File: src/design/pp_pkg.sv
// Shared types, constants and helper functions of the particle pool engine.
package pp_pkg;

    localparam int CAPACITY = 256;
    localparam int SLOT_W   = 8;
    localparam int CNT_W    = 9;
    localparam int VAL_W    = 24;
    localparam int E_W      = 17;
    localparam int NUM_W    = 40;
    localparam int ACC_W    = 64;
    localparam int MA_W     = 27;
    localparam int MB_W     = 18;
    localparam int LAST_CH  = 4;
    localparam int G_NOMINAL = 980;

    typedef enum logic [1:0] {
        FN_SPAWN = 2'd0,
        FN_TICK  = 2'd1,
        FN_READ  = 2'd2
    } func_t;

    typedef enum logic [1:0] {
        ST_OK   = 2'd0,
        ST_FULL = 2'd1,
        ST_DEAD = 2'd2
    } status_t;

    typedef enum logic [2:0] {
        CFG_COLOR_START = 3'd0,
        CFG_COLOR_END   = 3'd1,
        CFG_SIZE_START  = 3'd2,
        CFG_SIZE_END    = 3'd3,
        CFG_GRAVITY     = 3'd4,
        CFG_DRAG        = 3'd5
    } cfg_index_t;

    typedef enum logic [4:0] {
        S_IDLE, S_SP_CHK, S_SP_WR,
        S_TK_G0, S_TK_D0, S_TK_D1, S_TK_G1, S_TK_G2, S_TK_FG,
        S_TK_SLOT, S_TK_WAIT, S_TK_VX1, S_TK_VY0, S_TK_VY1, S_TK_VYG,
        S_TK_PX1, S_TK_PY0, S_TK_PY1, S_TK_WB, S_TK_END,
        S_RD_CHK, S_RD_WAIT, S_RD_DIV, S_LP0, S_LP1, S_LP2,
        S_DONE
    } state_t;

    typedef struct packed {
        logic [VAL_W-1:0] px;
        logic [VAL_W-1:0] py;
        logic [VAL_W-1:0] vx;
        logic [VAL_W-1:0] vy;
        logic [VAL_W-1:0] left;
        logic [VAL_W-1:0] full;
    } particle_t;

    typedef struct packed {
        logic pos;
        logic vel;
        logic left;
        logic full;
    } store_we_t;

    typedef struct packed {
        logic en;
        logic clr;
        logic hi;
    } mac_ctl_t;

    typedef struct packed {
        logic [1:0]       func;
        logic [VAL_W-1:0] pos_x;
        logic [VAL_W-1:0] pos_y;
        logic [VAL_W-1:0] vel_x;
        logic [VAL_W-1:0] vel_y;
        logic [VAL_W-1:0] lifetime;
        logic [VAL_W-1:0] delta;
        logic [7:0]       slot;
    } in_t;

    typedef struct packed {
        status_t          status;
        logic [7:0]       slot_used;
        logic [VAL_W-1:0] x;
        logic [VAL_W-1:0] y;
        logic [15:0]      size;
        logic [7:0]       red;
        logic [7:0]       green;
        logic [7:0]       blue;
        logic [7:0]       alpha;
    } res_t;

    // Clamp to the signed 24-bit range.
    function automatic logic [VAL_W-1:0] sat24(input logic signed [ACC_W-1:0] x);
        logic [VAL_W-1:0] r;
        if (x > 64'sd8388607) begin
            r = 24'h7FFFFF;
        end else if (x < -64'sd8388608) begin
            r = 24'h800000;
        end else begin
            r = x[VAL_W-1:0];
        end
        return r;
    endfunction

    function automatic logic signed [ACC_W-1:0] sext24(input logic [VAL_W-1:0] v);
        return $signed({{(ACC_W-VAL_W){v[VAL_W-1]}}, v});
    endfunction

endpackage

File: src/design/pp_mac.sv
// Shared multiply-accumulate unit; wide products are built from two chunks.
module pp_mac
    import pp_pkg::*;
(
    input  logic                    aclk,
    input  mac_ctl_t                ctl,
    input  logic signed [MA_W-1:0]  a,
    input  logic signed [MB_W-1:0]  b,
    output logic signed [ACC_W-1:0] acc
);

    logic signed [MA_W+MB_W-1:0] prod;
    logic signed [ACC_W-1:0]     term;
    logic signed [ACC_W-1:0]     acc_reg;
    logic signed [ACC_W-1:0]     acc_next;

    always_comb begin
        prod = a * b;
        term = $signed({{(ACC_W-MA_W-MB_W){prod[MA_W+MB_W-1]}}, prod});
        if (ctl.hi) begin
            // Upper chunk of the wide operand carries weight 2^17.
            term = term <<< (MB_W - 1);
        end
        acc_next = (ctl.clr ? '0 : acc_reg) + term;
    end

    always_ff @(posedge aclk) begin
        if (ctl.en) begin
            acc_reg <= acc_next;
        end
    end

    assign acc = acc_reg;

endmodule

File: config.mk
export PLATFORM = sky130hd
export DESIGN_NAME = pp_mac
export DESIGN_NICKNAME = d
export VERILOG_FILES = /design/src/design/pp_pkg.sv /design/src/design/pp_mac.sv
export SDC_FILE = /design/constraint.sdc
export NUM_CORES = 2
export LEC_CHECK = 0
export BUFFER_PORTS_ARGS = -buffer_cell sky130_fd_sc_hd__clkbuf_2
export CORE_UTILIZATION = 53
export DETAILED_ROUTE_END_ITERATION = 8
export GPL_ROUTABILITY_DRIVEN = 0
export PLACE_DENSITY_LB_ADDON = 0.3
export SLEW_MARGIN = 5
export SYNTH_ARGS = -nofsm -noshare
export SYNTH_HDL_FRONTEND = slang
export SYNTH_SLANG_ARGS = --single-unit
File: constraint.sdc
create_clock -name aclk -period 16.2 [get_ports aclk]
set_clock_uncertainty 0.05 [all_clocks]
set_input_delay 2.43 -clock aclk [delete_from_list [all_inputs] [get_ports aclk]]
set_output_delay 2.43 -clock aclk [all_outputs]
set_load 0.03 [all_outputs]
==> Yosys cells after proc, flatten, opt, wreduce, memory -nomap -nowiden <==
Cells that the tools add are included.
{ "word_totals": {"regBits": 64, "in_bits": 49, "output_inout_bits": 64, "wordCells": 5} }
{ "classes": {"n_addsub": 1, "multipliers": 1, "muxes": 2} }
{ "ops": {"columns": ["operator", "n"], "rows": [
  ["$add A64 B64 Y64", 1],
  ["$mux W64", 1],
  ["$mux W61", 1],
  ["$mul A27 B18 Y45", 1]
]} }

==> Logic depth before layout (Yosys ltp) <==
{ "depth": {"ltp_word": 3, "mapped_depth": 41, "depth_no_buf": 37} }

==> Least setup slack after synthesis <==
Ideal clock, no wire load.
{ "synth_path": {"kind": "input to register", "start": "input a[12]", "end": "register acc_reg[62] (netlist: acc[62]) (data pin)", "setup_ps": 265, "arrival_time_ps": 10749, "t_required_ps": 15885, "path_slack_ps": 5136, "cell_stages": 37, "n_path_buf": 4, "cell_sequence": "clkbuf_1 clkbuf_1 nand2_1 fa_1 fa_1 fa_1 inv_1 fa_1 fa_1 inv_1 fa_1 inv_1 ha_1 a211oi_1 o21ai_0 a22oi_1 a21oi_1 nor3_2 o21ai_2 a221oi_2 o21ai_2 xnor2_2 and2_1 buf_6 buf_8 a21o_1 ha_1 and3_1 nand2_1 or3b_2 o211ai_1 a22oi_1 nor3b_1 a21oi_2 a41oi_1 o21ai_0 xor2_1"} }
{ "synth_between": {"elab_chain_cells": 3} }
{ "synth_rtl": {"columns": ["element", "line_no", "rtl"], "rows": [
  ["start, declared", "pp_mac.sv:7", "input logic signed [MA_W-1:0] a,"],
  ["$mul A27 B18 Y45 (*)", "pp_mac.sv:18", "prod = a * b;"],
  ["$mux W61", "pp_mac.sv:20", "if (ctl.hi) begin"],
  ["$add A64 B64 Y64 (*)", "pp_mac.sv:24", "acc_next = (ctl.clr ? '0 : acc_reg) + term;"],
  ["via acc_next[62]", "pp_mac.sv:15", "logic signed [ACC_W-1:0] acc_next;"],
  ["end signal, assigned", "pp_mac.sv:29", "acc_reg <= acc_next;"],
  ["end, declared", "pp_mac.sv:14", "logic signed [ACC_W-1:0] acc_reg;"]
]} }
Mark *: on every way through the listed nets, which the timed path passes. The rest lies on a longest branch.
A chain may end at the register's enable or synchronous reset.

==> Worst setup path after layout <==
{ "layout_path": {"start": "input b[3]", "end": "register acc_reg[63] (netlist: acc[63]) (data pin)"} }
{ "layout_between": {"elab_chain_cells": 3} }
{ "layout_rtl": {"columns": ["element", "line_no", "rtl"], "rows": [
  ["start, declared", "pp_mac.sv:8", "input logic signed [MB_W-1:0] b,"],
  ["$mul A27 B18 Y45 (*)", "pp_mac.sv:18", null],
  ["$mux W61", "pp_mac.sv:20", null],
  ["$add A64 B64 Y64 (*)", "pp_mac.sv:24", null],
  ["via acc_next[63]", "pp_mac.sv:15", null]
]} }
Marks and branches as above.

==> metrics.txt <==
status completed; diodes inserted 0; Seq cells post-synth 64; DR pass1 iterations 5; Min-Delay Path Class reg -> reg; total CTS buffers 9; gr ovfl total 0; unrepaired setup endpoints after global routing false; number of flops mapped to enable cells by yosys 64; Detailed Route WL 60,100 um; TritonCTS sink count 64; Mapped Cells 2,662; # resized after CTS 0; CP max stage delay about 0.7 ns; width of the die 212 um; Post-DRT Antenna Nets 0; setup TNS 0 ns; initial antenna violation count 1; setup slack after placement just over 4 ns; Worst-Margin Slew approximately 0.84 ns; fin cells 3,252; die area 45,100 um^2; hold path depth 2; Reg2Reg Setup Slack 11.92 ns; row count 76; detailed placement HPWL slightly below 50,000 um; area grow syn2layout 4.80%; drt wl/cell 18.5 um; WHS Endpoint acc[0]; crit path max-delay cell type a311oi_1; worst path required time 16.24 ns; drt drc 0; Die Ht 212 um; IO Port Bufs roughly 110; worst path arrival time approximately 12 ns; Fillers 3,891; fin. max-slew vios 0; RR Endpoint acc[48]; hold_sp acc[0]; average size of a mapped cell 8.81 um^2; sequential cell area fraction in the yosys report 0.0820; first-pass GRT wire length just over 100,000 um; Primary FF master, synth edfxtp_1; Worst-Skew Late Latency 0.34 ns; clock buffer depth 2; Clk pin slew, worst setup/hold paths 0.06 ns; largest net degree at the start of global routing 65; Vias/cell 5.55; share of flip-flops with an asynchronous set or reset 0; CTS tree yes; vias in the first global route about 19,000; critical path fanouts, max 27; max layer used met5; Synth area leader fa_1; syn nets ~3,400; Initial Util 0.541; CP endpoint kind flip-flop; synth top area cells fa_1, ha_1, inv_1; Reg2Reg Depth 15; Hold-fix buffers, CTS 0; WS Path Type in -> reg; Max-Cap Viols 0; Slew headroom 0.437; Nets between 3,000 and 4,000; Post-Syn Area roughly 23,000 um^2; YS warnings 0; RR Startpoint acc[0]; post-CTS setup buffers 0; synth unique cells 70; Crit path top cell by count fa_1; CORE AREA roughly 43,000 um^2; M1 wire length 25,800 um; max reg flops 64; Hold Vio Cnt, Final 0; layout cell share with drive strength beyond 1 0.0596; GRT Util Overall 0.286; CP Launch Type primary input; worst setup margin 4.22 ns; DR iter-0 viols 1,349; DR WL met3 4800 um; placed cell count 3,236; clock root cell clkbuf_16; Setup-failing EPs final 0; I/O Pins 113; Fmax 0.0835 GHz; wire length on met2 28,300 um; minimum clock period 11.98 ns; Yosys top cell area share 0.405; DR vias 18,000; htree depth 3; part of the cycle the worst path needs 0.740
[per-layer routing]
layer,GRT usage,vias to the layer above
met2,0.469,709
met5,0,-
li1,-,8162
met3,0.0468,83
met1,0.397,9093
met4,0.0662,2
[Yosys cell counts (all sizes together), types with 14 or more instances]
library cell,instances
a211oi,15
a21o,65
a21oi,98
and2,195
and3,14
clkbuf,121
edfxtp,64
fa,474
ha,174
inv,549
nand2,356
nand2b,20
nand3,21
nand4,14
nor2,76
nor2b,80
o21a,16
o21ai,74
xnor2,68
xor2,38
[area by class of cell]
type / instances / area [um^2] / area share
repair buffers: 116 / 591 / 0.0240
inverters: 549 / 2060 / 0.0838
clock inverters: 4 / 68.8 / 0.00280
clock buffers: 12 / 236 / 0.00962
flip-flops and latches: 64 / 1920 / 0.0782
multi-input cells: 1922 / 19000 / 0.772
well taps: 585 / 732 / 0.0298
[worst max-delay path, delay by kind of cell]
kind	cells	cell delay (ns)
adders and majority gates	8	3.69
AOI/OAI and AO/OA	15	3.41
and+or+nand+nor	6	1.16
buffers and inverters	6	0.94
xor gates and xnor gates	2	0.37
[worst max path at each step]
| stage | from | end | slack [ns] | cells past startpoint |
|---|---|---|---|---|
| floorplan | a[12] | acc[62] | 5.14 | 37 |
| global placement | b[3] | acc[63] | 4.26 | 37 |
| detailed placement | b[3] | acc[63] | 4.04 | 37 |
| CTS | b[3] | acc[63] | 4.38 | 37 |
| global route | b[3] | acc[63] | 3.75 | 37 |
| finish | b[3] | acc[63] | 4.22 | 37 |
[logic make-up (layout without fill, tap and decap cells)]
| group | count (synthesis) | after routing | share of synthesized area |
|---|---|---|---|
| and+or+nand+nor | 808 | 808 | 0.169 |
| buffers and inverters | 676 | 681 | 0.109 |
| DFF | 64 | 64 | 0.0820 |
| AOI/OAI and AO/OA | 346 | 346 | 0.0958 |
| muxes | 14 | 14 | 0.00662 |
| adders and majority gates | 648 | 648 | 0.497 |
| xor gates and xnor gates | 106 | 106 | 0.0399 |
[cell usage in the layout (no fill, tap or decap), types with 9 or more instances in the layout]
master     count
nand2b_1      20
ha_1         174
o21ai_0       69
a31oi_1       12
o21a_1        16
a211oi_1      14
nor2_1        75
nor3_1        11
fa_1         474
nand4_1       14
edfxtp_1      64
a21o_1        65
o21bai_1      12
xnor2_1       67
clkbuf_2     112
nand3_1       21
xor2_1        38
mux2_2        12
and3_1        14
and2_1       195
clkbuf_16      9
a21oi_1       96
inv_1        549
nor2b_1       80
nand2_1      356
[stage by stage]
stage	utilization	area, um^2	hold slack [ns]
finish	0.567	24600	0.687
global route	0.567	24600	0.743
CTS	0.567	24600	0.675
detailed placement	0.560	24300	0.661
global placement	0.560	24300	0.653
floorplan	-	23500	0.851
Power is not shown: default switching activity piles up to over one toggle a cycle in this logic, so the estimate is an artifact.
