$ cat src/design/pp_pkg.sv
// Shared types, constants and helper functions of the particle pool engine.
package pp_pkg;

    localparam int CAPACITY = 256;
    localparam int SLOT_W   = 8;
    localparam int CNT_W    = 9;
    localparam int VAL_W    = 24;
    localparam int E_W      = 17;
    localparam int NUM_W    = 40;
    localparam int ACC_W    = 64;
    localparam int MA_W     = 27;
    localparam int MB_W     = 18;
    localparam int LAST_CH  = 4;
    localparam int G_NOMINAL = 980;

    typedef enum logic [1:0] {
        FN_SPAWN = 2'd0,
        FN_TICK  = 2'd1,
        FN_READ  = 2'd2
    } func_t;

    typedef enum logic [1:0] {
        ST_OK   = 2'd0,
        ST_FULL = 2'd1,
        ST_DEAD = 2'd2
    } status_t;

    typedef enum logic [2:0] {
        CFG_COLOR_START = 3'd0,
        CFG_COLOR_END   = 3'd1,
        CFG_SIZE_START  = 3'd2,
        CFG_SIZE_END    = 3'd3,
        CFG_GRAVITY     = 3'd4,
        CFG_DRAG        = 3'd5
    } cfg_index_t;

    typedef enum logic [4:0] {
        S_IDLE, S_SP_CHK, S_SP_WR,
        S_TK_G0, S_TK_D0, S_TK_D1, S_TK_G1, S_TK_G2, S_TK_FG,
        S_TK_SLOT, S_TK_WAIT, S_TK_VX1, S_TK_VY0, S_TK_VY1, S_TK_VYG,
        S_TK_PX1, S_TK_PY0, S_TK_PY1, S_TK_WB, S_TK_END,
        S_RD_CHK, S_RD_WAIT, S_RD_DIV, S_LP0, S_LP1, S_LP2,
        S_DONE
    } state_t;

    typedef struct packed {
        logic [VAL_W-1:0] px;
        logic [VAL_W-1:0] py;
        logic [VAL_W-1:0] vx;
        logic [VAL_W-1:0] vy;
        logic [VAL_W-1:0] left;
        logic [VAL_W-1:0] full;
    } particle_t;

    typedef struct packed {
        logic pos;
        logic vel;
        logic left;
        logic full;
    } store_we_t;

    typedef struct packed {
        logic en;
        logic clr;
        logic hi;
    } mac_ctl_t;

    typedef struct packed {
        logic [1:0]       func;
        logic [VAL_W-1:0] pos_x;
        logic [VAL_W-1:0] pos_y;
        logic [VAL_W-1:0] vel_x;
        logic [VAL_W-1:0] vel_y;
        logic [VAL_W-1:0] lifetime;
        logic [VAL_W-1:0] delta;
        logic [7:0]       slot;
    } in_t;

    typedef struct packed {
        status_t          status;
        logic [7:0]       slot_used;
        logic [VAL_W-1:0] x;
        logic [VAL_W-1:0] y;
        logic [15:0]      size;
        logic [7:0]       red;
        logic [7:0]       green;
        logic [7:0]       blue;
        logic [7:0]       alpha;
    } res_t;

    // Clamp to the signed 24-bit range.
    function automatic logic [VAL_W-1:0] sat24(input logic signed [ACC_W-1:0] x);
        logic [VAL_W-1:0] r;
        if (x > 64'sd8388607) begin
            r = 24'h7FFFFF;
        end else if (x < -64'sd8388608) begin
            r = 24'h800000;
        end else begin
            r = x[VAL_W-1:0];
        end
        return r;
    endfunction

    function automatic logic signed [ACC_W-1:0] sext24(input logic [VAL_W-1:0] v);
        return $signed({{(ACC_W-VAL_W){v[VAL_W-1]}}, v});
    endfunction

endpackage

$ cat src/design/pp_free.sv
// Free-slot stack memory; entries never pushed read as their reset contents.
module pp_free
    import pp_pkg::*;
(
    input  logic              aclk,
    input  logic              aresetn,
    input  logic              rd_en,
    input  logic [SLOT_W-1:0] rd_addr,
    output logic [SLOT_W-1:0] rd_data,
    input  logic              wr_en,
    input  logic [SLOT_W-1:0] wr_addr,
    input  logic [SLOT_W-1:0] wr_data
);

    logic [SLOT_W-1:0]   mem [CAPACITY];
    logic [CAPACITY-1:0] valid_reg;
    logic [SLOT_W-1:0]   rd_data_reg;

    always_ff @(posedge aclk) begin
        if (!aresetn) begin
            valid_reg <= '0;
        end else if (wr_en) begin
            valid_reg[wr_addr] <= 1'b1;
        end
    end

    always_ff @(posedge aclk) begin
        if (wr_en) begin
            mem[wr_addr] <= wr_data;
        end
        if (rd_en) begin
            // After reset the stack holds descending indices, slot 0 on top.
            rd_data_reg <= valid_reg[rd_addr] ? mem[rd_addr]
                                              : SLOT_W'(CAPACITY - 1 - int'(rd_addr));
        end
    end

    assign rd_data = rd_data_reg;

endmodule

$ cat config.mk
export PLATFORM = sky130hd
export DESIGN_NAME = pp_free
export DESIGN_NICKNAME = d
export VERILOG_FILES = /design/src/design/pp_pkg.sv /design/src/design/pp_free.sv
export SDC_FILE = /design/constraint.sdc
export NUM_CORES = 2
export LEC_CHECK = 0
export BUFFER_PORTS_ARGS = -buffer_cell sky130_fd_sc_hd__buf_2
export CAP_MARGIN = 25
export CORE_MARGIN = 2
export CORE_UTILIZATION = 40
export DETAILED_ROUTE_END_ITERATION = 12
export PLACE_DENSITY = 0.54
export SLEW_MARGIN = 0
export SYNTH_ARGS = -nofsm -noshare
export SYNTH_HDL_FRONTEND = slang
export SYNTH_SLANG_ARGS = --single-unit
$ cat constraint.sdc
create_clock -name aclk -period 3.85 [get_ports aclk]
set_clock_uncertainty 0.1 [all_clocks]
set_input_delay 0.385 -clock aclk [delete_from_list [all_inputs] [get_ports aclk]]
set_output_delay 0.385 -clock aclk [all_outputs]
set_load 0.02 [all_outputs]
Word level (Yosys, flattened, before mapping)
Memories as Yosys holds them, arrays and structs flattened.
Index checks and enable logic that the tools add are counted.
{ "op_classes": {"n_lt_le_gt_ge": 3, "n_reduce_logical": 1, "bitwise": 1, "mux": 7, "n_addsub": 1} }
{ "op_table": {"columns": ["operator", "n"], "rows": [
  ["OR 256 bit", 1],
  ["less-than comparator 8 x 9 -> 1 bit, second input constant", 2],
  ["binary-select mux 1 bit (select 8 bit)", 1],
  ["demux 1 bit (select 8 bit)", 1],
  ["greater-or-equal comparator 8 x 1 -> 1 bit, second input constant", 1],
  ["two-way mux 8 bit", 1],
  ["subtractor 8 bit, first input constant", 1],
  ["two-way mux 1 bit", 4],
  ["logical AND 1 bit", 1]
]} }
{ "totals": {"output_inout_bits": 8, "ff_bits": 264, "mem_bits_rw": 2048, "input_bits": 28, "elab_cells": 16, "memories": 1} }
{ "memory_table": {"columns": ["name", "words", "word_bits", "rd", "rd_ports_with_merged_regs", "write_ports", "line", "rtl"], "rows": [
  ["mem", 256, 8, 1, 0, 1, "pp_free.sv:15", "logic [SLOT_W-1:0] mem [CAPACITY];"]
]} }

Logic depth before layout (Yosys ltp)
{ "logic_depth": {"word_depth": 5, "depth_mapped": 13, "mapped_depth_nobuf": 7} }

Least setup slack after synthesis
No wires, ideal clock.
{ "synth_path": {"path_kind": "input port to flip-flop", "startpoint": "input rd_addr[0]", "endpoint": "register rd_data_reg[4] (netlist: rd_data[4]) (data pin)", "cell_stages": 10, "setup_slack_ns": 0.784, "required_ns": 3.476, "setup_ns": 0.274, "arrival_ns": 2.692, "n_path_buf": 4, "cell_sequence": "buf_6 buf_6 buf_2 buf_2 mux4_2 mux4_2 a211oi_1 nand2_1 nand3_1 mux2i_1"} }
{ "synth_via": {"elab_chain_cells": 3, "elab_cells_between_ends": 5, "cone_classes": "add/sub (1); mux (3); memory (1)"} }
{ "synth_lines": {"columns": ["element", "line", "rtl"], "rows": [
  ["start: declaration", "pp_free.sv:8", "input logic [SLOT_W-1:0] rd_addr,"],
  ["binary-select mux 1 bit (select 8 bit)", "pp_free.sv:33", "rd_data_reg <= valid_reg[rd_addr] ? mem[rd_addr]"],
  ["two-way mux 1 bit (not written as such)", "pp_free.sv:33", null],
  ["two-way mux 8 bit *", "pp_free.sv:33", null],
  ["end signal: assignment", "pp_free.sv:33", null],
  ["end: declaration", "pp_free.sv:17", "logic [SLOT_W-1:0] rd_data_reg;"]
]} }
Mark *: on every way between the ends. The rest lies on a longest branch, timed or not. The select of a mux whose other input is x is not followed.
A chain may end at the register's enable or synchronous reset.

Worst setup path after layout
{ "layout_path": {"startpoint": "input rd_addr[4]", "endpoint": "register rd_data_reg[0] (netlist: rd_data[0]) (data pin)"} }
Same word-level chain as after synthesis.

==> impl_metrics.tcl <==
set metrics [dict create \
    synth-simple-area-share_pct 1.89 \
    htree_levels 4 \
    die_w_um 476 \
    clk_path_buf_depth 3 \
    via_per_inst 5.61 \
    path_clk_slew_ns 0.06 \
    initial_utilization_pct 40.2 \
    cp-startpoint "rd_addr[4]" \
    place.gp.congestion 0.847 \
    synthMuxAreaShare_pct 17.8 \
    gr-usage-met3_pct 3.27 \
    placedCellCount 7464 \
    finalMaxSlewViolations 0 \
    num_rows 173 \
    synth_top_family_by_area "multiplexers" \
    fillers 18500 \
    hp-class "in2reg" \
    drtIter0Drc 4723 \
    io_buffers 35 \
    max_cap_violations 0 \
    yosys_warnings 0 \
    grt_overflow_total 0 \
    cellPowerDensity_nw_per_um2 506 \
    fin_cells 7928 \
    nNetsFinal 4763 \
    firstDrtPassIters 6 \
    critical_path_arrival_ns 3.73 \
    grt_max_degree 130 \
    status "finished, final reports clean" \
    ys_seq_elements 2312 \
    endpoint "rd_data[0]$_DFFE_PP_" \
    reg2reg_slack_ns 0.81 \
    rsz0062_at_grt "false" \
    syn_avg_cell_area_um2 21.2 \
    cp_max_fo 20 \
    drcViolationCount 0 \
    netlist_instances 4197 \
    synthFlopType "edfxtp_1" \
    layout-drive-gt1-share_pct 32.6 \
    layout_commonest_cell "edfxtp_1" \
    place.detailed.hpwl_um 150000 \
    fmax_mhz 324 \
    crit_type "in2reg" \
    io_pins 36 \
    cts_tree "built" \
    cp-start-kind "input port" \
    synth-xor-area-share_pct 0 \
    synth_top_area_cell "edfxtp_1" \
    final.setup.tns_ns 0 \
    finalHoldViolCount 0 \
    postCtsSetupBuffers 0 \
    r2r-start "mem[215][2]$_DFFE_PP_" \
    ant_nets 0 \
    synthToLayoutAreaGrowth_pct 17.0 \
    ys_seq_area_share_pct 75.1 \
    ir_worst_vdd_mv 0.506 \
    period_share_pct 80.2 \
    crit_required_ns 4.49 \
    dieArea_um2 226000 \
    p_total_uw 52700 \
    grt_pass1_wl_um 339000 \
    setup_slack_ns 0.762 \
    netlist_area_um2 89000 \
    die_h_um 476 \
    reg2reg_depth 8 \
    avgRoutedWirePerCell_um 29.8 \
    timing.final.crit_period_ns 3.09 \
    final_cell_mix "edfxtp_1, mux4_2, buf_4" \
    yosysTopAreaCellShare_pct 69.3 \
    synth.area.top_cells "edfxtp_1, mux4_2, dfxtp_1, o21a_1, mux2i_1" \
    synth_fa_ha_area_share_pct 0 \
    met1_usage_pct 30.5 \
    cts.sinks 2312 \
    hold_depth 1 \
    worst_slew_pin_slew_ns 1.11 \
    cts-buffers-inserted 231 \
    netlist-cell-type-count 45 \
    async_flop_share_pct 0 \
    synth-edff-count 2056 \
    grt.busiest_layer "met2" \
    pre_cts_ws_ns -0.0214 \
    grt_pass1_vias 44900 \
    cp-end-kind "flip-flop" \
    grt.total_usage_pct 21.0 \
    root_buffer "clkbuf_16" \
    drt_wl_total_um 236000 \
    vias 44500 \
    maxSlewHeadroom_pct 26.3 \
    reg2reg_to "rd_data[2]$_DFFE_PP_" \
    setup_viol 0 \
    largest_reg_flops 2048 \
    syn_nets 4225 \
    p_leak_uw 0.0336 \
    clk_latency_ns 0.91 \
    synth-compound-area-share_pct 3.58 \
    use_met2_pct 33.5 \
    coreArea_um2 222000 \
    grt_antenna_before_repair 15 \
]
==> layout make-up <==
class / instances / area [µm²] / area share (%)
antenna: 8 / 20.0 / 0.0192
clock buffer: 332 / 6570 / 6.31
clock inverter: 111 / 1240 / 1.19
inverter: 1 / 3.75 / 0.00360
multi-input combinational: 1619 / 20800 / 19.9
sequential: 2312 / 66900 / 64.2
tap: 2975 / 3720 / 3.57
timing repair buffer: 570 / 4980 / 4.78
==> worst max-delay path, stage by stage <==
cell and delay (ns):
dlygate4sd3_1 0.64, buf_2 0.46, buf_4 0.44, o21ai_0 0.26
a211oi_1 0.58, a2111oi_0 0.21, buf_4 0.20, or4_1 0.40
mux2i_1 0.14
==> cells by family (layout without fill, tap and decap cells) <==
kind of cell	after synthesis	count (layout)
DFF	2312	2312
AOI/OAI and AO/OA	433	433
other	0	8
muxes	787	787
and+or+nand+nor	399	399
buffers and inverters	266	1014
==> how the worst min path moves through the flow <==
stage / startpoint / end / slack (ns)
after floorplan: valid_reg[102]$_SDFFE_PN0P_ / valid_reg[102]$_SDFFE_PN0P_ / 0.34
after global placement: valid_reg[170]$_SDFFE_PN0P_ / valid_reg[170]$_SDFFE_PN0P_ / 0.34
after detailed placement: valid_reg[87]$_SDFFE_PN0P_ / valid_reg[87]$_SDFFE_PN0P_ / 0.35
after CTS: wr_data[0] / mem[127][0]$_DFFE_PP_ / 0.01
after global routing: wr_data[0] / mem[127][0]$_DFFE_PP_ / 0.008
final: wr_data[0] / mem[127][0]$_DFFE_PP_ / 0.04
==> synthesized netlist by cell type, types with 2 or more instances <==
master	number
edfxtp_1	2056
mux4_2	630
nor2_1	269
o21a_1	260
dfxtp_1	256
clkbuf_1	121
mux2i_1	107
buf_2	59
mux2_2	50
buf_4	43
o22ai_1	42
nand2_1	41
a22oi_1	37
nand3_1	33
buf_6	32
a211oi_1	26
o21ai_0	21
nor2b_1	18
a2111oi_0	11
buf_1	10
nand4_1	8
nand2b_1	7
a22o_1	6
nor3_1	6
a21boi_0	5
o2111ai_1	5
a21oi_1	4
a221oi_1	4
nor4_1	4
o21ai_1	4
or4_1	4
a311o_1	3
or2_2	2
or3_1	2
==> report_power, final <==
part | total [µW] | internal [µW] | switching (µW)
registers | 27400 | 27300 | 20.3
clock network | 22700 | 13000 | 9750
logic | 2680 | 1020 | 1660
total | 52700 | 41300 | 11400
==> metrics by stage <==
stage	hold slack (ns)	area, µm²	util [%]
4_1_cts	0.0111	104000	47.0
5_1_grt	0.00799	104000	47.0
3_3_place_gp	0.340	96200	43.4
6_report	0.0353	104000	47.0
3_5_place_dp	0.348	96200	43.4
2_1_floorplan	0.335	89000	-
==> repair_timing <==
action	CTS	global route
hold endpoints to repair	366	0
resized for setup	0	0
hold buffers	13	0
endpoints found under the setup margin	0	0
==> layer usage <==
layer  share of wire, %  wire, µm
met1                 44    103000
met5             0.0085        20
met3                6.1     14300
met2                 48    114000
met4                2.1      5050
Note: power is estimated with default switching activity, not from simulation.
