$ cat config.mk
export PLATFORM = sky130hd
export DESIGN_NAME = pp_div
export DESIGN_NICKNAME = d
export VERILOG_FILES = /design/src/design/pp_pkg.sv /design/src/design/pp_div.sv
export SDC_FILE = /design/constraint.sdc
export NUM_CORES = 1
export LEC_CHECK = 0
export ABC_AREA = 1
export BUFFER_PORTS_ARGS = -buffer_cell sky130_fd_sc_hd__clkbuf_2
export CAP_MARGIN = 20
export CORE_UTILIZATION = 23
export DETAILED_ROUTE_END_ITERATION = 16
export HOLD_SLACK_MARGIN = 0.02
export SYNTH_ARGS = -nofsm -noshare
export SYNTH_HDL_FRONTEND = slang
export SYNTH_SLANG_ARGS = --single-unit
$ cat constraint.sdc
create_clock -name aclk -period 2.8 [get_ports aclk]
set_input_delay 0.28 -clock aclk [delete_from_list [all_inputs] [get_ports aclk]]
set_output_delay 0.28 -clock aclk [all_outputs]
set_load 0.02 [all_outputs]
$ cat src/design/pp_pkg.sv
// Shared types, constants and helper functions of the particle pool engine.
package pp_pkg;

    localparam int CAPACITY = 256;
    localparam int SLOT_W   = 8;
    localparam int CNT_W    = 9;
    localparam int VAL_W    = 24;
    localparam int E_W      = 17;
    localparam int NUM_W    = 40;
    localparam int ACC_W    = 64;
    localparam int MA_W     = 27;
    localparam int MB_W     = 18;
    localparam int LAST_CH  = 4;
    localparam int G_NOMINAL = 980;

    typedef enum logic [1:0] {
        FN_SPAWN = 2'd0,
        FN_TICK  = 2'd1,
        FN_READ  = 2'd2
    } func_t;

    typedef enum logic [1:0] {
        ST_OK   = 2'd0,
        ST_FULL = 2'd1,
        ST_DEAD = 2'd2
    } status_t;

    typedef enum logic [2:0] {
        CFG_COLOR_START = 3'd0,
        CFG_COLOR_END   = 3'd1,
        CFG_SIZE_START  = 3'd2,
        CFG_SIZE_END    = 3'd3,
        CFG_GRAVITY     = 3'd4,
        CFG_DRAG        = 3'd5
    } cfg_index_t;

    typedef enum logic [4:0] {
        S_IDLE, S_SP_CHK, S_SP_WR,
        S_TK_G0, S_TK_D0, S_TK_D1, S_TK_G1, S_TK_G2, S_TK_FG,
        S_TK_SLOT, S_TK_WAIT, S_TK_VX1, S_TK_VY0, S_TK_VY1, S_TK_VYG,
        S_TK_PX1, S_TK_PY0, S_TK_PY1, S_TK_WB, S_TK_END,
        S_RD_CHK, S_RD_WAIT, S_RD_DIV, S_LP0, S_LP1, S_LP2,
        S_DONE
    } state_t;

    typedef struct packed {
        logic [VAL_W-1:0] px;
        logic [VAL_W-1:0] py;
        logic [VAL_W-1:0] vx;
        logic [VAL_W-1:0] vy;
        logic [VAL_W-1:0] left;
        logic [VAL_W-1:0] full;
    } particle_t;

    typedef struct packed {
        logic pos;
        logic vel;
        logic left;
        logic full;
    } store_we_t;

    typedef struct packed {
        logic en;
        logic clr;
        logic hi;
    } mac_ctl_t;

    typedef struct packed {
        logic [1:0]       func;
        logic [VAL_W-1:0] pos_x;
        logic [VAL_W-1:0] pos_y;
        logic [VAL_W-1:0] vel_x;
        logic [VAL_W-1:0] vel_y;
        logic [VAL_W-1:0] lifetime;
        logic [VAL_W-1:0] delta;
        logic [7:0]       slot;
    } in_t;

    typedef struct packed {
        status_t          status;
        logic [7:0]       slot_used;
        logic [VAL_W-1:0] x;
        logic [VAL_W-1:0] y;
        logic [15:0]      size;
        logic [7:0]       red;
        logic [7:0]       green;
        logic [7:0]       blue;
        logic [7:0]       alpha;
    } res_t;

    // Clamp to the signed 24-bit range.
    function automatic logic [VAL_W-1:0] sat24(input logic signed [ACC_W-1:0] x);
        logic [VAL_W-1:0] r;
        if (x > 64'sd8388607) begin
            r = 24'h7FFFFF;
        end else if (x < -64'sd8388608) begin
            r = 24'h800000;
        end else begin
            r = x[VAL_W-1:0];
        end
        return r;
    endfunction

    function automatic logic signed [ACC_W-1:0] sext24(input logic [VAL_W-1:0] v);
        return $signed({{(ACC_W-VAL_W){v[VAL_W-1]}}, v});
    endfunction

endpackage

$ cat src/design/pp_div.sv
// Serial restoring divider for the elapsed-life fraction, one bit a cycle.
module pp_div
    import pp_pkg::*;
(
    input  logic             aclk,
    input  logic             aresetn,
    input  logic             start,
    input  logic [NUM_W-1:0] num,
    input  logic [VAL_W-1:0] den,
    output logic             done,
    output logic [E_W-1:0]   q
);

    logic [5:0]       cnt_reg, cnt_next;
    logic             busy_reg, busy_next;
    logic             done_reg, done_next;
    logic [VAL_W-1:0] rem_reg, rem_next;
    logic [VAL_W-1:0] den_reg, den_next;
    logic [NUM_W-1:0] num_reg, num_next;
    logic [E_W-1:0]   q_reg, q_next;
    logic [VAL_W:0]   trial;
    logic [VAL_W:0]   diff;
    logic             ge;

    always_comb begin
        trial     = {rem_reg, num_reg[NUM_W-1]};
        ge        = trial >= {1'b0, den_reg};
        diff      = trial - {1'b0, den_reg};
        cnt_next  = cnt_reg;
        busy_next = busy_reg;
        done_next = 1'b0;
        rem_next  = rem_reg;
        den_next  = den_reg;
        num_next  = num_reg;
        q_next    = q_reg;
        if (start) begin
            cnt_next  = 6'(NUM_W);
            busy_next = 1'b1;
            rem_next  = '0;
            den_next  = den;
            num_next  = num;
        end else if (busy_reg) begin
            rem_next = ge ? diff[VAL_W-1:0] : trial[VAL_W-1:0];
            num_next = {num_reg[NUM_W-2:0], 1'b0};
            q_next   = {q_reg[E_W-2:0], ge};
            cnt_next = cnt_reg - 6'd1;
            if (cnt_reg == 6'd1) begin
                busy_next = 1'b0;
                done_next = 1'b1;
            end
        end
    end

    always_ff @(posedge aclk) begin
        if (!aresetn) begin
            busy_reg <= 1'b0;
            done_reg <= 1'b0;
            cnt_reg  <= '0;
        end else begin
            busy_reg <= busy_next;
            done_reg <= done_next;
            cnt_reg  <= cnt_next;
        end
    end

    always_ff @(posedge aclk) begin
        rem_reg <= rem_next;
        den_reg <= den_next;
        num_reg <= num_next;
        q_reg   <= q_next;
    end

    assign done = done_reg;
    assign q    = q_reg;

endmodule

## Word-level counts from Yosys, hierarchy flattened

Index checks and enable logic that the tools add are counted.

- Register bits: 113
- Bits in latches: 0
- RAM bits: 0
- Bits in read-only memories: 0
- Bits of input ports: 67
- Output and inout port bits: 18
- Logic and storage cells: 28
- Memories: 0

- Add/sub/neg operators: 2
- $mul: 0
- Div/mod/pow operators: 0
- Magnitude comparators: 1
- Equal/unequal tests: 1
- Shift-type cells: 0
- Muxes and demuxes: 9
- Bitwise logic cells: 3
- Reductions and logical operators: 4

Operators by type and width:

| kind | count |
|---|---|
| 40-bit 2-to-1 mux | 2 |
| 25-bit by 24-bit greater-or-equal comparator with 1-bit output | 1 |
| 24-bit 2-to-1 mux | 1 |
| 24-bit subtractor | 1 |
| 6-bit 2-to-1 mux | 2 |
| 6-bit by 1-bit equality test with 1-bit output, second input constant | 1 |
| 6-bit by 1-bit subtractor with 6-bit output, second input constant | 1 |
| 1-bit 2-to-1 mux | 4 |
| 1-bit NOT | 3 |
| 3-bit OR reduction | 1 |
| 2-bit AND reduction | 1 |
| 2-bit nonzero test | 1 |
| 2-bit OR reduction | 1 |

## Logic depth before layout (Yosys ltp)

- Depth after elaboration: 4
- Gate-level depth with buffers: 15
- Gate-level depth less buffers: 15

## Least setup slack after synthesis

OpenSTA, ideal clock, no wires.

- Path type: input to register
- Start: input start
- End: register num_reg[0] (enable)
- Library setup time: 420 ps
- Arrival time: 2035 ps
- Required time: 2380 ps
- Slack: 345 ps
- Cell stages on the path: 4
- Buffers on the path: 2
- Cells stage by stage: clkbuf_1 nor2_1 inv_1 clkbuf_1

- Word-level cells in the longest chain between the ends: 1

Ends and longest elaborated chain:

| what | line | source |
|---|---|---|
| start: declaration | pp_div.sv:7 | `input logic start,` |
| 2-bit nonzero test (no line) | n/a |  |
| end signal: assignment | pp_div.sv:69 | `num_reg <= num_next;` |
| end: declaration | pp_div.sv:19 | `logic [NUM_W-1:0] num_reg, num_next;` |

No other way between the ends.
A chain may end at the register's enable or synchronous reset.

## Worst setup path after layout

- Start: register den_reg[15]
- End: register rem_reg[0]

- Word-level cells in the longest chain between the ends: 2

Ends and longest elaborated chain:

| what | line | source |
|---|---|---|
| start: declaration | pp_div.sv:18 | `logic [VAL_W-1:0] den_reg, den_next;` |
| start signal: assignment | pp_div.sv:68 | `den_reg <= den_next;` |
| 25-bit by 24-bit greater-or-equal comparator with 1-bit output | pp_div.sv:27 | `ge = trial >= {1'b0, den_reg};` |
| 24-bit 2-to-1 mux | pp_div.sv:43 | `rem_next = ge ? diff[VAL_W-1:0] : trial[VAL_W-1:0];` |
| end signal: assignment | pp_div.sv:67 | `rem_reg <= rem_next;` |
| end: declaration | pp_div.sv:17 | `logic [VAL_W-1:0] rem_reg, rem_next;` |

No other way between the ends.

==> flow_summary.toml <==
[layout]
finalNonFillerCells = 1274
drive_above_1_share = 0.1511
fillers = 2887
final_nets = 1014
syn_to_final_growth_pct = 24.45
diodes = 0
stdcell_area_um2 = 7845
largest_reg_flops = 40

[clock_network]
tritoncts = "done"
insertion_delay_ns = 0.42
cts_made_buffers = 17
cts_buffer_depth = 2
cts_max_level = 4
cts_root_buffer = "clkbuf_16"
postCtsSetupRepairBufs = 0
clkSlewWorstSetupHoldPaths_ns = 0.06
cts.sinks = 113

[power]
leakagePower_uw = 0.003867
ir_drop_mv = 0.3595
p_per_area_nw_per_um2 = 573.3

[critical_path]
slowest_delay_ns = 0.35
crit_chain = "inv_1 > ha_1 > nand2_1 > nor2_1 > nand2_1 > nor2_1 > nand2_2 > nand3_4 > nand2_1 > nand3_1 > o21ai_0"
worstPathRequired_ns = 3.07
r2r-end = "rem_reg[0]$_SDFFE_PP0P_"
regToRegSetupSlack_ns = 0.54
path_delay_family = "simple AND/OR/NAND/NOR gates"
arrival_ns = 2.53
path_common_cell = "nand2_1"
start_kind = "flip-flop"
cp.buffers_inverters = 1
cp_max_fo = 25
timing.rr.start = "den_reg[15]$_DFFE_PP_"
endpoint_kind = "flip-flop"
worstSetupPathType = "flip-flop to flip-flop"
slowest_stage = "ha_1"
r2r_cells = 11

[place]
placedCellCount = 1230
port-buffer-count = 84
dpl.hpwl_mm = 11.46
gp_congestion = 0.8972
place_area_um2 = 7142

[floorplan]
rows = 60
ioPinCount = 85
core-area_um2 = 26950
dieArea_um2 = 28070
die_y_um = 167.6
start_util = 0.2339
die-width_um = 167.6

[worst_hold_path]
hp-class = "input port to flip-flop"
worst_hold_path.endpoint = "den_reg[22]$_DFFE_PP_"
min_from = "den[22]"
hold_path_depth = 1

[grt]
grt_max_degree = 52
first_global_vias = 5215
grt_pass1_wl_mm = 25.86
grt.overflow.total = 0
grt_antenna_before_repair = 0
grt_usage = 0.1184

[logic_synthesis]
syn_area_per_cell_um2 = 7.734
synthCells = 815
yosysTopAreaCellShare = 0.3859
synth_cell_type_count = 32
synth_area_um2 = 6304
synth_nets = 909
yosys-top-cells-area = "edfxtp_1 (39%), nand2_1 (19%), dfxtp_1 (10%), inv_1 (8.7%), ha_1 (5.2%)"
seq_area_frac_synth = 0.4875
yosys_warnings = 0
yosysTopAreaCell = "edfxtp_1"
ys_seq_elements = 113

[drt]
drt_iter0_drc = 363
wirelength_mm = 15.71
remaining_drc_errors = 0
vias = 5365
viasPerCell = 4.211
firstDrtPassIters = 5
post_drt_wl_per_cell_um = 12.33
ant_nets = 0

[status]
status = "complete, no violations"

[timing]
final.setup.tns_ns = 0
period_minus_slack_ns = 2.257
drv_slew = 0
fmaxAchievable_ghz = 0.4431
rsz0062_at_grt = "false"
setup_viol = 0
period_share = 0.8060
hold_viol = 0
tightest_slew_ns = 0.6367
slew_headroom = 0.5755
fin_skew_ns = 0.01040

[run]
cap_violations = 0
metrics by stage:
| stage | util | worst slack, ns | power [µW] | hold slack [ns] |
|---|---|---|---|---|
| 2_1_floorplan | - | 0.3447 | 2235 | 0.3789 |
| 3_3_place_gp | 0.2650 | 0.5234 | 2376 | 0.4303 |
| 3_5_place_dp | 0.2650 | 0.5008 | 2382 | 0.4358 |
| 4_1_cts | 0.2911 | 0.4841 | 4574 | 0.02090 |
| 5_1_grt | 0.2911 | 0.2508 | 4713 | 0.02385 |
| 6_report | 0.2911 | 0.5431 | 4497 | 0.04368 |
synth_stat cells:
library cell / instances
o21bai_1: 2
edfxtp_1: 81
nand4_1: 30
xor2_1: 2
nand3_4: 1
a21o_1: 1
nor2_4: 1
a211oi_1: 1
nor2_2: 2
o21ai_1: 7
a31oi_1: 3
nor4_1: 2
a21oi_4: 1
inv_2: 2
xnor2_1: 8
a21oi_1: 15
or2_0: 1
nor3_1: 4
nor3_2: 1
o21ai_0: 7
nand2_2: 4
ha_1: 26
buf_2: 7
buf_6: 2
nand2_1: 314
clkbuf_1: 13
dfxtp_1: 32
fa_1: 1
nand3_1: 58
nor2_1: 39
nand3b_1: 1
inv_1: 146
how the worst max path moves through the flow:
stage,depth (start not counted),end,start
floorplan,4,num_reg[0]$_SDFFCE_PN0P_,start
global placement,11,rem_reg[2]$_SDFFE_PP0P_,den_reg[15]$_DFFE_PP_
detailed placement,11,rem_reg[0]$_SDFFE_PP0P_,den_reg[22]$_DFFE_PP_
CTS,11,rem_reg[0]$_SDFFE_PP0P_,den_reg[15]$_DFFE_PP_
global route,11,rem_reg[20]$_SDFFE_PP0P_,den_reg[22]$_DFFE_PP_
finish,11,rem_reg[0]$_SDFFE_PP0P_,den_reg[15]$_DFFE_PP_
layout make-up:
cell class	count	area, µm²	share of cell area
sequential	113	3073	0.3917
multi-input combinational	532	2576	0.3284
timing repair buffer	108	630.6	0.08038
inverter	148	555.5	0.07081
clock buffer	18	439.2	0.05598
tap	341	426.7	0.05439
clock inverter	14	143.9	0.01834
timing repair:
| action | CTS | global route |
|---|---|---|
| endpoints found under the hold margin | 12 | 0 |
| gates resized for setup | 0 | 0 |
| hold buffers | 12 | 0 |
cell usage in the layout, fill, tap and decap left out, drive strengths merged:
cell type / synthesis / routed
a21o: 1 / 1
o21ai: 14 / 14
clkinvlp: 0 / 1
a21oi: 16 / 16
nor3: 5 / 5
xnor2: 8 / 8
bufinv: 0 / 1
clkinv: 0 / 5
or2: 1 / 1
a31oi: 3 / 3
a211oi: 1 / 1
nor4: 2 / 2
dfxtp: 32 / 32
buf: 9 / 12
edfxtp: 81 / 81
xor2: 2 / 2
fa: 1 / 1
clkbuf: 13 / 102
o21bai: 2 / 2
nor2: 42 / 42
nand3b: 1 / 1
nand4: 30 / 30
ha: 26 / 26
nand3: 59 / 59
inv: 148 / 155
dlygate4sd3: 0 / 12
nand2: 318 / 318
cell families (layout without fill, tap and decap cells):
kind of cell | after synthesis | after routing | synth area share
xor+xnor | 10 | 10 | 0.01390
simple gates | 458 | 458 | 0.3055
buf+inv | 170 | 288 | 0.1050
flops | 113 | 113 | 0.4875
compound gates | 37 | 37 | 0.03335
fa+ha+maj | 27 | 27 | 0.05478
per-layer routing:
layer / vias up / GRT usage / share of wire
li1: 2802 / - / -
met1: 2425 / 0.1566 / 0.48
met2: 125 / 0.1815 / 0.45
met3: 13 / 0.03569 / 0.062
met4: 0 / 0.04268 / 0.013
met5: - / 0 / 0
power by group:
group	internal (µW)	switching [µW]
Clock	1270	866
Combinational	150	257
Sequential	1920	33.9
Total	3340	1160
No activity file was read; power rests on OpenSTA's default activity.
